## src/rtl/mf3_pkg.sv

```systemverilog
// Shared constants, types and register codes of the 3x3 median filter.
package mf3_pkg;

   // Frame geometry and pixel format.
   localparam int MAX_WIDTH  = 2048;
   localparam int PIXEL_BITS = 16;
   localparam int ADDR_BITS  = $clog2(MAX_WIDTH);
   localparam int WBITS      = ADDR_BITS + 1;
   localparam int CFG_BITS   = 12;
   localparam int ROW_BITS   = CFG_BITS + 1;
   localparam int WIN_SIZE   = 9;
   localparam int WIN_MID    = 4;
   localparam int SAMPLE_BITS = 16;
   localparam int MEDIAN_BITS = 16;

   // Queue between the front and the back.
   localparam int QUEUE_DEPTH = 4;
   localparam int QPTR_BITS   = $clog2(QUEUE_DEPTH);
   localparam int QCNT_BITS   = QPTR_BITS + 1;

   // Configuration register indexes.
   localparam int CSR_INDEX_BITS = 2;
   localparam logic [CSR_INDEX_BITS-1:0] CSR_IMAGE_WIDTH  = 2'd0;
   localparam logic [CSR_INDEX_BITS-1:0] CSR_IMAGE_HEIGHT = 2'd1;

   typedef logic [PIXEL_BITS-1:0] pixel_type;
   typedef pixel_type [WIN_SIZE-1:0] win_type;

   // Request and response payloads.
   typedef struct packed {
      logic [SAMPLE_BITS-1:0] sample;
      logic                   drain;
   } req_type;

   typedef struct packed {
      logic [MEDIAN_BITS-1:0] median;
      logic                   frame_end;
   } rsp_type;

   // Which window borders fall outside the frame.
   typedef struct packed {
      logic top_out;
      logic bottom_out;
      logic left_out;
      logic right_out;
   } border_type;

   // One classified pixel position handed from the front to the back.
   typedef struct packed {
      pixel_type  top;
      pixel_type  mid;
      pixel_type  pix;
      logic       primed;
      border_type border;
      logic       frame_end;
   } job_type;

endpackage

```

## src/rtl/mf3_queue.sv

```systemverilog
// Short job queue between the front end and the median back end.
module mf3_queue
   import mf3_pkg::*;
(
   input  logic                 clock,
   input  logic                 reset,
   input  logic                 push_valid,
   input  job_type              push_data,
   input  logic                 pop,
   output logic                 head_valid,
   output job_type              head_data,
   output logic [QCNT_BITS-1:0] count
);

   job_type                slot_ff [QUEUE_DEPTH];
   logic [QPTR_BITS-1:0]   wr_ptr_ff, rd_ptr_ff;
   logic [QCNT_BITS-1:0]   count_ff;
   logic                   do_pop;

   assign do_pop     = pop && (count_ff != '0);
   assign head_valid = (count_ff != '0);
   assign head_data  = slot_ff[rd_ptr_ff];
   assign count      = count_ff;

   // Pointers and fill count.
   always_ff @(posedge clock) begin
      if (reset) begin
         wr_ptr_ff <= '0;
         rd_ptr_ff <= '0;
         count_ff  <= '0;
      end else begin
         if (push_valid) begin
            wr_ptr_ff <= wr_ptr_ff + QPTR_BITS'(1);
         end
         if (do_pop) begin
            rd_ptr_ff <= rd_ptr_ff + QPTR_BITS'(1);
         end
         if (push_valid && !do_pop) begin
            count_ff <= count_ff + QCNT_BITS'(1);
         end else if (do_pop && !push_valid) begin
            count_ff <= count_ff - QCNT_BITS'(1);
         end
      end
   end

   // Slot storage.
   always_ff @(posedge clock) begin
      if (push_valid) begin
         slot_ff[wr_ptr_ff] <= push_data;
      end
   end

endmodule

```

## config.mk

```make
export PLATFORM = sky130hd
export DESIGN_NAME = mf3_queue
export DESIGN_NICKNAME = d
export VERILOG_FILES = /design/src/rtl/mf3_pkg.sv /design/src/rtl/mf3_queue.sv
export SDC_FILE = /design/constraint.sdc
export NUM_CORES = 1
export LEC_CHECK = 0
export BUFFER_PORTS_ARGS = -buffer_cell sky130_fd_sc_hd__buf_4
export CAP_MARGIN = 15
export CORE_ASPECT_RATIO = 0.75
export CORE_UTILIZATION = 40
export CTS_CLUSTER_DIAMETER = 60
export CTS_CLUSTER_SIZE = 10
export DETAILED_ROUTE_END_ITERATION = 16
export PLACE_DENSITY_LB_ADDON = 0.2
export SLEW_MARGIN = 20
export SYNTH_ARGS = -nofsm -noshare
export SYNTH_HDL_FRONTEND = slang
export SYNTH_SLANG_ARGS = --single-unit
```

## constraint.sdc

```tcl
create_clock -name clock -period 2.5 [get_ports clock]
set_clock_uncertainty 0.05 [all_clocks]
set_input_delay 0.25 -clock clock [delete_from_list [all_inputs] [get_ports clock]]
set_output_delay 0.25 -clock clock [all_outputs]
set_load 0.1 [all_outputs]
```

# After elaboration in Yosys (flattened, before gate mapping)
# Memory sizes are Yosys's and may differ from the RTL's. A register that Yosys moved wholly into a read port is not among the register bits.
# Index checks and enable logic that the tools add are counted.
# totals
romBits,0
elab_cells,21
regBits,7
n_memories,1
latch_bits,0
mem_bits_rw,216
# op_classes
bitwise,0
n_shift,0
n_eq_ne,0
n_addsub,4
reduce_logical,7
mux,6
div_mod_pow,0
mul,0
magnitude_cmp,0
# mem_list
name,depth,width,rd,rd_ports_with_merged_regs,write_ports,line_no,rtl
slot_ff,4,54,1,1,1,mf3_queue.sv:15,job_type slot_ff [QUEUE_DEPTH];
# op_table
op,count
two-way mux 3 bit,2
"adder 2 x 1 -> 2 bit, second input constant",2
two-way mux 2 bit,2
"adder 3 x 1 -> 3 bit, second input constant",1
logical AND 1 bit,3
nonzero test 3 bit,1
"subtractor 3 x 1 -> 3 bit, second input constant",1
logical NOT 1 bit,2
two-way mux 1 bit,2
nonzero test 2 bit,1

# Longest topological paths before layout
# logic_depth
depth_word,5
ltp_mapped,7
depth_no_buf,7

# Worst setup path after synthesis
# Ideal clock, no wire load.
# synth_timing
kind,flip-flop to flip-flop
start,reg count_ff[0] (netlist: count[0])
end,reg count_ff[2] (netlist: count[2])
path_stages_with_launch,8
synth_period_minus_slack_ns,2.526
arrival_time_ns,2.406
slack_ns,-0.026
n_path_buf,0
path_cell_list,dfxtp_1 o31ai_1 ha_1 inv_1 fa_1 xor2_1 or3_1 a21oi_1
# synth_between
elab_chain_cells,5
word_cells_on_any_way,10
cone_classes,2 x add/sub; 2 x mux; 6 x reduce/logical
# synth_rtl
element,line_no,rtl
from (decl),mf3_queue.sv:17,logic [QCNT_BITS-1:0] count_ff;
from (signal assigned),mf3_queue.sv:39,count_ff <= count_ff + QCNT_BITS'(1);
from (signal assigned),mf3_queue.sv:41,count_ff <= count_ff - QCNT_BITS'(1);
branches (longest 5 deep; another with subtractor 3 x 1 -> 3 bit),n/a,
# Parallel ways; which one is timed is not known. The select of a mux whose other input is x is not followed.
# A chain may end at the register's enable or synchronous reset.

==> results.py <==
metrics = {
    "synthesis": {
        "yosysTopAreaCell": "edfxtp_1",
        "synthTopCellsByArea": "edfxtp_1, mux4_2, dfxtp_1, mux4_1, buf_12",
        "ys_seq_area_share_pct": 80.4,
        "synthCells": 325,
        "syn_avg_cell_area_um2": 25.5,
        "syn-cell-area_mm2": 0.00829,
        "ys_warn_count": 0,
        "yosys.area.top_type_share_pct": 78.2,
        "synth_fp_nets": 389,
        "synth_cell_type_count": 22,
        "synth-seq-cells": 225,
    },
    "timing": {
        "rsz0062_at_grt": "false",
        "setup_viol": 0,
        "tightest_slew_ps": 543,
        "max_freq_ghz": 0.432,
        "fin_hold_ws_ps": 115,
        "setup_tns_ps": 0,
        "fin_crit_sh_pct": 92.7,
        "maxSlewViolCount": 0,
        "finalHoldViolCount": 0,
        "max-slew-margin-rel_pct": 63.8,
        "fin_crit_ps": 2320,
    },
    "floorplan": {
        "die_w_um": 168,
        "fp.dieArea_mm2": 0.0213,
        "rows": 45,
        "chipHeight_um": 127,
        "fp.coreArea_mm2": 0.0203,
        "start_util_pct": 40.9,
        "ios": 116,
    },
    "route": {
        "drc": 0,
        "route.detailed.wl_per_inst_um": 18.8,
        "first_pass_iters": 4,
        "drt_iter0_markers": 205,
        "via_per_inst": 4.93,
        "drt_wl_total_mm": 14.9,
        "num_vias": 3886,
        "ant_nets": 0,
    },
    "grt": {
        "grt_overflow": 0,
        "antenna_found_initial": 0,
        "grt_pass1_vias": 4251,
        "grt_use_total_pct": 14.4,
        "grt_max_degree": 48,
        "grt_pass1_wl_mm": 23.2,
    },
    "clock_tree": {
        "clock_latency_ps": 500,
        "path_clk_slew_ps": 50,
        "cts_tree": "yes",
        "cts-htree-levels": 1,
        "cts_inserted_buffers": 26,
        "cts.repair.resized": 0,
        "cts-root-buf": "clkbuf_16",
        "cts.sinks": 225,
        "cts.path.max_buffers": 3,
    },
    "power": {
        "peakVddDrop_v": 0.000921,
        "p_leak_uw": 0.00369,
        "power.total_uw": 12700,
        "power_density_mw_per_mm2": 1180,
    },
    "outcome": {
        "status": "complete, no violations",
    },
    "worst_hold_path": {
        "hold_path_class": "in -> reg",
        "worstHoldPathCells": 4,
    },
    "place": {
        "io_buffers": 115,
        "placed_cell_area_mm2": 0.00946,
        "gp_congestion": 0.723,
        "hpwl_mm": 8.57,
        "dpl.cell_count": 696,
    },
    "cells_and_area": {
        "final_layout_size_suffix_gt1_share_pct": 39.9,
        "finalInstanceArea_mm2": 0.0107,
        "multiInputGateArea_mm2": 0.00147,
        "diodes": 0,
        "area_growth_pct": 29.6,
        "seq_area_mm2": 0.00667,
        "num-fill-cells": 1591,
        "fin_nets": 587,
        "finalNonFillerCells": 789,
    },
    "worst_setup_path": {
        "worst-r2r-cell-count": 7,
        "cp_max_fo": 20,
        "critPathLaunchType": "flop",
        "critPathRequiredTime_ps": 2200,
        "path_class": "reg -> out",
        "crit_arrival_ps": 2020,
        "critPathCaptureType": "primary output",
    },
    "flow_run": {
        "max_cap_violations": 0,
    },
}
## stage by stage
| step | worst slack, ps | utilization [%] |
|---|---|---|
| after floorplan | 4.35 | - |
| after detailed placement | 293 | 46.7 |
| after global placement | 417 | 46.7 |
| after global routing | 94.3 | 53.0 |
| final | 183 | 53.0 |
| after CTS | 141 | 53.0 |
## layout make-up
cell class,count,area share [%]
sequential,225,62.1
tap,258,3.00
timing repair buffer,183,14.4
clock buffer,35,6.57
multi-input combinational,84,13.7
inverter,3,0.105
clock inverter,1,0.0699
## placed cells by master (no fill, tap or decap), types with 2 or more instances in the layout
| cell | count |
|---|---|
| and2_2 | 4 |
| buf_12 | 3 |
| buf_4 | 124 |
| clkbuf_1 | 8 |
| clkbuf_16 | 27 |
| dfxtp_1 | 6 |
| dfxtp_2 | 2 |
| dlygate4sd3_1 | 56 |
| edfxtp_1 | 216 |
| ha_1 | 5 |
| inv_1 | 3 |
| mux2i_1 | 2 |
| mux4_1 | 4 |
| mux4_2 | 50 |
| nor2_1 | 7 |
| or3_1 | 2 |
| xor2_1 | 4 |
## cell usage after synthesis (all sizes together)
master    n
o31ai     1
o21ai     1
xor2      4
or3       2
clkbuf    2
mux2i     2
buf      11
dfxtp     9
ha        5
edfxtp  216
and2      4
o311ai    1
mux4     54
inv       3
nor2      7
fa        1
a21oi     1
xnor2     1
## where the power goes
| part | internal [uW] | total [uW] | switching (uW) |
|---|---|---|---|
| logic | 1340 | 4980 | 3640 |
| registers | 4360 | 4480 | 112 |
| clock network | 1930 | 3220 | 1290 |
| total | 7630 | 12700 | 5040 |
## logic make-up (layout without fill, tap and decap cells)
family                     count (synthesis)  after routing  synth area share, %
and+or+nand+nor                           13             13                0.770
DFF                                      225            225                 80.4
adders and majority gates                  6              6                0.996
AOI/OAI and AO/OA                          4              4                0.317
muxes                                     56             56                 15.1
buffers and inverters                     16            222                 1.89
xor gates and xnor gates                   5              5                0.528
## path summary, 6_finish.rpt
check | startpoint | end | slack, ps
max | flop | head_data[51] | 180
max reg2reg | count[1]$_SDFFE_PP0P_ | count[2]$_SDFFE_PP0P_ | 300
min | pop | rd_ptr_ff[0]$_SDFFE_PP0P_ | 110
min reg2reg | rd_ptr_ff[1]$_SDFFE_PP0P_ | rd_ptr_ff[1]$_SDFFE_PP0P_ | 480
## what timing repair did
action                                  CTS  global route
hold endpoints to repair                225             0
hold buffers                             56             0
endpoints found under the setup margin    3             0
setup buffers                             1             0
## metal layers
metal,vias to the layer above,track usage [%],wire [um]
li1,1773,-,-
met1,1969,19.5,6660
met2,112,23.0,6930
met3,32,3.87,965
met4,0,4.22,311
met5,-,0,0
## sequential cells by signal, summed over array words and instances (netlist names), named ones only
name       count
slot_ff      216
count          3
rd_ptr_ff      2
wr_ptr_ff      2
## worst max-delay path, cell delays in order (launching register included)
cell	delay (ps)
dfxtp_4	420
buf_12	220
mux4_1	580
buf_4	250
No activity file was read; power rests on OpenSTA's default activity.
