==> config.mk <==
export PLATFORM = sky130hd
export DESIGN_NAME = mf3_back
export DESIGN_NICKNAME = d
export VERILOG_FILES = /design/src/rtl/mf3_pkg.sv /design/src/rtl/mf3_back.sv
export SDC_FILE = /design/constraint.sdc
export NUM_CORES = 1
export LEC_CHECK = 0
export BUFFER_PORTS_ARGS = -buffer_cell sky130_fd_sc_hd__buf_2
export CAP_MARGIN = 25
export CORE_MARGIN = 10
export CORE_UTILIZATION = 35
export DETAILED_ROUTE_END_ITERATION = 8
export SLEW_MARGIN = 30
export SYNTH_ARGS = -nofsm -noshare
export SYNTH_HDL_FRONTEND = slang
export SYNTH_SLANG_ARGS = --single-unit
==> constraint.sdc <==
create_clock -name clock -period 25 [get_ports clock]
set_clock_uncertainty 0.05 [all_clocks]
set_input_delay 2.5 -clock clock [delete_from_list [all_inputs] [get_ports clock]]
set_output_delay 2.5 -clock clock [all_outputs]
set_load 0.05 [all_outputs]
==> src/rtl/mf3_pkg.sv <==
// Shared constants, types and register codes of the 3x3 median filter.
package mf3_pkg;

   // Frame geometry and pixel format.
   localparam int MAX_WIDTH  = 2048;
   localparam int PIXEL_BITS = 16;
   localparam int ADDR_BITS  = $clog2(MAX_WIDTH);
   localparam int WBITS      = ADDR_BITS + 1;
   localparam int CFG_BITS   = 12;
   localparam int ROW_BITS   = CFG_BITS + 1;
   localparam int WIN_SIZE   = 9;
   localparam int WIN_MID    = 4;
   localparam int SAMPLE_BITS = 16;
   localparam int MEDIAN_BITS = 16;

   // Queue between the front and the back.
   localparam int QUEUE_DEPTH = 4;
   localparam int QPTR_BITS   = $clog2(QUEUE_DEPTH);
   localparam int QCNT_BITS   = QPTR_BITS + 1;

   // Configuration register indexes.
   localparam int CSR_INDEX_BITS = 2;
   localparam logic [CSR_INDEX_BITS-1:0] CSR_IMAGE_WIDTH  = 2'd0;
   localparam logic [CSR_INDEX_BITS-1:0] CSR_IMAGE_HEIGHT = 2'd1;

   typedef logic [PIXEL_BITS-1:0] pixel_type;
   typedef pixel_type [WIN_SIZE-1:0] win_type;

   // Request and response payloads.
   typedef struct packed {
      logic [SAMPLE_BITS-1:0] sample;
      logic                   drain;
   } req_type;

   typedef struct packed {
      logic [MEDIAN_BITS-1:0] median;
      logic                   frame_end;
   } rsp_type;

   // Which window borders fall outside the frame.
   typedef struct packed {
      logic top_out;
      logic bottom_out;
      logic left_out;
      logic right_out;
   } border_type;

   // One classified pixel position handed from the front to the back.
   typedef struct packed {
      pixel_type  top;
      pixel_type  mid;
      pixel_type  pix;
      logic       primed;
      border_type border;
      logic       frame_end;
   } job_type;

endpackage

==> src/rtl/mf3_back.sv <==
// Back end: 3x3 window, pipelined median network and response register.
module mf3_back
   import mf3_pkg::*;
(
   input  logic    clock,
   input  logic    reset,
   input  logic    head_valid,
   input  job_type head_data,
   output logic    pop,
   output logic    rsp_valid,
   input  logic    rsp_ready,
   output rsp_type rsp_data
);

   win_type    window_ff;
   logic       win_show_ff;
   border_type win_border_ff;
   logic       win_last_ff;
   win_type    m1_ff, m2_ff;
   logic       m1_valid_ff, m2_valid_ff;
   logic       m1_last_ff, m2_last_ff;
   logic       rsp_valid_ff;
   rsp_type    rsp_ff;
   logic       advance;
   win_type    masked, m1_next, m2_next;
   pixel_type  med;

   // Compare and exchange: the smaller value goes to position a.
   function automatic win_type cx(input win_type v, input int a, input int b);
      win_type   r;
      pixel_type t;
      r = v;
      if (r[a] > r[b]) begin
         t    = r[a];
         r[a] = r[b];
         r[b] = t;
      end
      return r;
   endfunction

   // First layer: sort each row of three.
   function automatic win_type sort_rows(input win_type v);
      win_type r;
      r = cx(v, 1, 2);
      r = cx(r, 4, 5);
      r = cx(r, 7, 8);
      r = cx(r, 0, 1);
      r = cx(r, 3, 4);
      r = cx(r, 6, 7);
      r = cx(r, 1, 2);
      r = cx(r, 4, 5);
      r = cx(r, 7, 8);
      return r;
   endfunction

   // Second layer: column maxima, medians and minima narrowed down.
   function automatic win_type sort_cols(input win_type v);
      win_type r;
      r = cx(v, 0, 3);
      r = cx(r, 5, 8);
      r = cx(r, 4, 7);
      r = cx(r, 3, 6);
      r = cx(r, 1, 4);
      r = cx(r, 2, 5);
      r = cx(r, 4, 7);
      return r;
   endfunction

   // Last layer: median of the three remaining candidates.
   function automatic pixel_type pick_mid(input win_type v);
      win_type r;
      r = cx(v, 4, 2);
      r = cx(r, 6, 4);
      r = cx(r, 4, 2);
      return r[WIN_MID];
   endfunction

   // The whole back end moves when the response register is free.
   assign advance = !rsp_valid_ff || rsp_ready;
   assign pop     = advance && head_valid;

   // Zero the window positions that fall outside the frame.
   always_comb begin
      for (int i = 0; i < WIN_SIZE; i++) begin
         if ((i < 3 && win_border_ff.top_out) || (i >= 6 && win_border_ff.bottom_out) ||
             ((i % 3) == 0 && win_border_ff.left_out) ||
             ((i % 3) == 2 && win_border_ff.right_out)) begin
            masked[i] = '0;
         end else begin
            masked[i] = window_ff[i];
         end
      end
      m1_next = sort_rows(masked);
      m2_next = sort_cols(m1_ff);
      med     = pick_mid(m2_ff);
   end

   // Window shift and stage valids.
   always_ff @(posedge clock) begin
      if (reset) begin
         window_ff    <= '0;
         win_show_ff  <= 1'b0;
         m1_valid_ff  <= 1'b0;
         m2_valid_ff  <= 1'b0;
         rsp_valid_ff <= 1'b0;
      end else if (advance) begin
         win_show_ff  <= pop && head_data.primed;
         m1_valid_ff  <= win_show_ff;
         m2_valid_ff  <= m1_valid_ff;
         rsp_valid_ff <= m2_valid_ff;
         if (pop) begin
            for (int r = 0; r < 3; r++) begin
               window_ff[3*r]     <= window_ff[3*r + 1];
               window_ff[3*r + 1] <= window_ff[3*r + 2];
            end
            window_ff[2] <= head_data.top;
            window_ff[5] <= head_data.mid;
            window_ff[8] <= head_data.pix;
         end
      end
   end

   // Pipeline payload.
   always_ff @(posedge clock) begin
      if (advance) begin
         if (pop) begin
            win_border_ff <= head_data.border;
            win_last_ff   <= head_data.frame_end;
         end
         m1_ff                <= m1_next;
         m1_last_ff           <= win_last_ff;
         m2_ff                <= m2_next;
         m2_last_ff           <= m1_last_ff;
         rsp_ff.median        <= MEDIAN_BITS'(med);
         rsp_ff.frame_end     <= m2_last_ff;
      end
   end

   assign rsp_valid = rsp_valid_ff;
   assign rsp_data  = rsp_ff;

endmodule
After elaboration in Yosys (flattened, before gate mapping)
Cells that the tools add are included.
W data, S select, Z words.
{"block": "classes", "n_lt_le_gt_ge": 19, "muxes": 29, "reduce_logical": 9}
{"operator": "$mux W16", "count": 20}
{"operator": "$gt A16 B16 Y1", "count": 19}
{"operator": "$mux W32", "count": 9}
{"operator": "$logic_or A1 B1 Y1", "count": 5}
{"operator": "$logic_and A1 B1 Y1", "count": 2}
{"operator": "$reduce_and A2 Y1", "count": 1}
{"operator": "$logic_not A1 Y1", "count": 1}
{"block": "word_totals", "ff_bits": 364, "output_inout_bits": 19}

Longest topological paths before layout
{"block": "depth", "depth_word": 8, "depth_mapped": 36, "ltp_nobuf": 30}

Worst setup path before layout
Ideal clock, no wire load.
{"block": "synth_path", "path_type": "input port to output port", "start": "input port rsp_ready", "end": "output port pop", "path_slack_ps": 11369, "cell_stages": 5, "t_arrival_ps": 11081, "required_ps": 22450, "cell_sequence": "nand2b_1 clkbuf_1 nand2_1 inv_2 clkbuf_1"}
{"block": "synth_between", "elab_chain_cells": 2}
{"item": "from (decl)", "line_no": "mf3_back.sv:11", "rtl": "input logic rsp_ready,"}
{"item": "$logic_or A1 B1 Y1", "line_no": "mf3_back.sv:79", "rtl": "assign advance = !rsp_valid_ff || rsp_ready;"}
{"item": "$logic_and A1 B1 Y1", "line_no": "mf3_back.sv:80", "rtl": "assign pop = advance && head_valid;"}
{"item": "to (decl)", "line_no": "mf3_back.sv:9", "rtl": "output logic pop,"}
Every way passes these cells.

==> results_dict.tcl <==
set metrics [dict create \
    layout_setup_ws_ns 15.97 \
    fmax_ghz 0.111 \
    cts_setup_buffers 0 \
    layout.nets 3400 \
    ir_drop_mv 0.0934 \
    portBuffers 76 \
    antenna_found_initial 0 \
    viasPerCell 5.36 \
    clkSinkCount 364 \
    drv_cap 0 \
    routed_wl_um 75300 \
    slew_violations 0 \
    gp_congestion 0.923 \
    ant_nets 0 \
    tritoncts "built" \
    track_usage 0.168 \
    synth_fp_nets 3394 \
    max_slew_margin 0.337 \
    drc 0 \
    holdCritPathClass "reg2reg" \
    grt_pass1_wl_um 117000 \
    layout_common_cells "472 x nand2_1, 300 x ha_1, 269 x inv_1, 261 x a21oi_1, 216 x edfxtp_1" \
    syn_avg_cell_area_um2 8.73 \
    clk-insertion-delay-late_ns 0.59 \
    finalSetupTns_ns 0 \
    initial_utilization 0.355 \
    num_vias 21658 \
    htree_levels 2 \
    clk_pin_slew_worst_paths_ns 0.07 \
    io_pins 77 \
    clock_tree.root_cell "clkbuf_16" \
    core_area_um2 74700 \
    regArea_um2 9450 \
    wl_per_cell_um 18.6 \
    grt_max_degree 96 \
    hold_path_depth 0 \
    synth.distinct_cells 78 \
    nFillCells 7531 \
    status "finished, final reports clean" \
    powerDensity_nw_per_um2 124 \
    async_reset_ff_frac 0 \
    synth_ff_type "edfxtp_1" \
    cts_buffer_depth 3 \
    syn_to_final_growth_pct 10.9 \
    drive_above_1_share 0.0950 \
    rsz0062_at_grt "false" \
    ys_ff_latch 364 \
    dr.first_iter.drc_count 1901 \
    cp_slowest_cell "nand2_1" \
    critPathMaxFanout 29 \
    grt.overflow.total 0 \
    die_h_um 295 \
    die_w_um 295 \
    cp.arrival_ns 9.39 \
    cp.required_ns 25.36 \
    reg2regPathDepth 31 \
    p_leak_nw 12.9 \
    crit_path_end_kind "flop" \
    diodes 0 \
    num_rows 100 \
    hpwl_um 58400 \
    final_common_cell "nand2_1" \
    yosysWarningCount 0 \
    place_ws_ns 16.17 \
    hold_viol 0 \
    criticalPathCategory "reg2reg" \
    fin_util 0.393 \
    startpoint_type "flop" \
    syn_area_um2 26500 \
    worstMarginPinSlew_ns 0.995 \
    slowest_delay_ns 0.71 \
    multiInputGateArea_um2 15600 \
    hold_buffers 0 \
    period_needed_ns 9.03 \
    die_area_um2 87100 \
    cts_buffers 43 \
    setup_viol 0 \
    synth_edf_count 216 \
    netlist_instances 3036 \
    synth-seq-area-share 0.357 \
    drt-pass1-iter-count 5 \
    ctsResizeCount 0 \
    grt_pass1_vias 20011 \
    finalCritPeriodShare 0.361 \
]
cells in the mapped netlist, types with 3 or more instances:
cell      instances  share of area
o21ai_1           5        0.00094
or4_1             5         0.0014
a31oi_1          38         0.0090
a21boi_0          6         0.0017
a311oi_1         11         0.0036
a32oi_1           3        0.00099
o31ai_1          41          0.012
a221o_1           3         0.0011
o2111a_1          3         0.0013
nand2_1         473          0.067
and2_1           17         0.0040
nand3_1          38         0.0072
o21a_1           43          0.012
o211ai_1         27         0.0077
a31o_2            3        0.00099
ha_1            300           0.14
a21oi_1         264          0.050
mux2_2           56          0.024
mux2i_1         179          0.068
clkbuf_1        105          0.015
nand2b_1         11         0.0026
and3_1           32         0.0076
dfxtp_1         148           0.11
a22oi_1          33         0.0094
nor2_1          149          0.021
or4_4             3         0.0013
buf_4             3        0.00085
o21ai_0         111          0.021
a21o_1           72          0.020
nor4_1           11         0.0026
nor3_1           39         0.0074
nand4_1          85          0.020
a211oi_1          8         0.0023
or3_1             5         0.0012
buf_2            21         0.0040
nor2b_1         102          0.024
inv_1           269          0.038
a21boi_1          5         0.0014
edfxtp_1        216           0.24
and4_1           14         0.0046
o221a_2          15         0.0064
buf_1            18         0.0025
cells by family (layout without fill, tap and decap cells):
family,Yosys count,after routing,share of synthesized area
muxes,235,235,0.0914
adders and majority gates,300,300,0.142
xor gates and xnor gates,2,2,0.000661
and+or+nand+nor,995,995,0.176
buffers and inverters,419,458,0.0611
AOI/OAI and AO/OA,721,721,0.173
DFF,364,364,0.357
stage by stage:
step	hold WS, ns	cells	total power, mW	area [um^2]
after floorplan	0.350	3036	2.42	26500
after global placement	0.354	3965	2.93	27800
after detailed placement	0.355	3966	2.96	27900
after CTS	0.370	4044	3.63	29400
after global routing	0.372	4044	3.88	29400
final	0.368	4044	3.63	29400
critical path, delay by kind of cell, from the launching register on:
family | cells | cell delay [ns]
buf+inv | 1 | 0.34
simple gates | 8 | 2.17
flops | 1 | 0.65
compound gates | 19 | 4.63
fa+ha+maj | 3 | 0.99
power by group:
part	internal, mW	total [mW]	leakage [nW]	switching, mW
combinational	0.853	2.07	8.37	1.22
sequential	0.801	0.897	3.78	0.0961
clock	0.395	0.664	0.728	0.269
worst paths after layout:
check                                to  slack [ns]                       start
setup / recovery   m1_ff[129]$_DFFE_PN_       15.97  win_border_ff[2]$_DFFE_PP_
hold reg to reg   rsp_data[0]$_DFFE_PN_        0.37        m2_last_ff$_DFFE_PN_
setup reg to reg   m1_ff[129]$_DFFE_PN_       15.97  win_border_ff[2]$_DFFE_PP_
hold / removal    rsp_data[0]$_DFFE_PN_        0.37        m2_last_ff$_DFFE_PN_
routing by layer:
| metal | GRT usage | vias up | routed length (um) |
|---|---|---|---|
| met5 | 0 | - | 0 |
| met1 | 0.243 | 10088 | 36900 |
| li1 | - | 10922 | - |
| met2 | 0.256 | 572 | 32100 |
| met3 | 0.0273 | 76 | 4440 |
| met4 | 0.0451 | 0 | 1840 |
sequential cells by signal, indices dropped and copies added (netlist names):
register	flops
m1_last_ff	1
m2_ff	48
masked	16
m1_valid_ff	1
m2_valid_ff	1
m1_ff	144
m2_last_ff	1
win_border_ff	4
win_show_ff	1
window_ff	128
rsp_valid	1
rsp_data	17
win_last_ff	1
area by class of cell:
class,instances,area share
tap,969,0.0413
inverter,271,0.0347
clock inverter,21,0.00865
sequential,364,0.322
clock buffer,57,0.0423
timing repair buffer,109,0.0216
multi-input combinational,2253,0.530
Power figures use the tool's default switching activity.
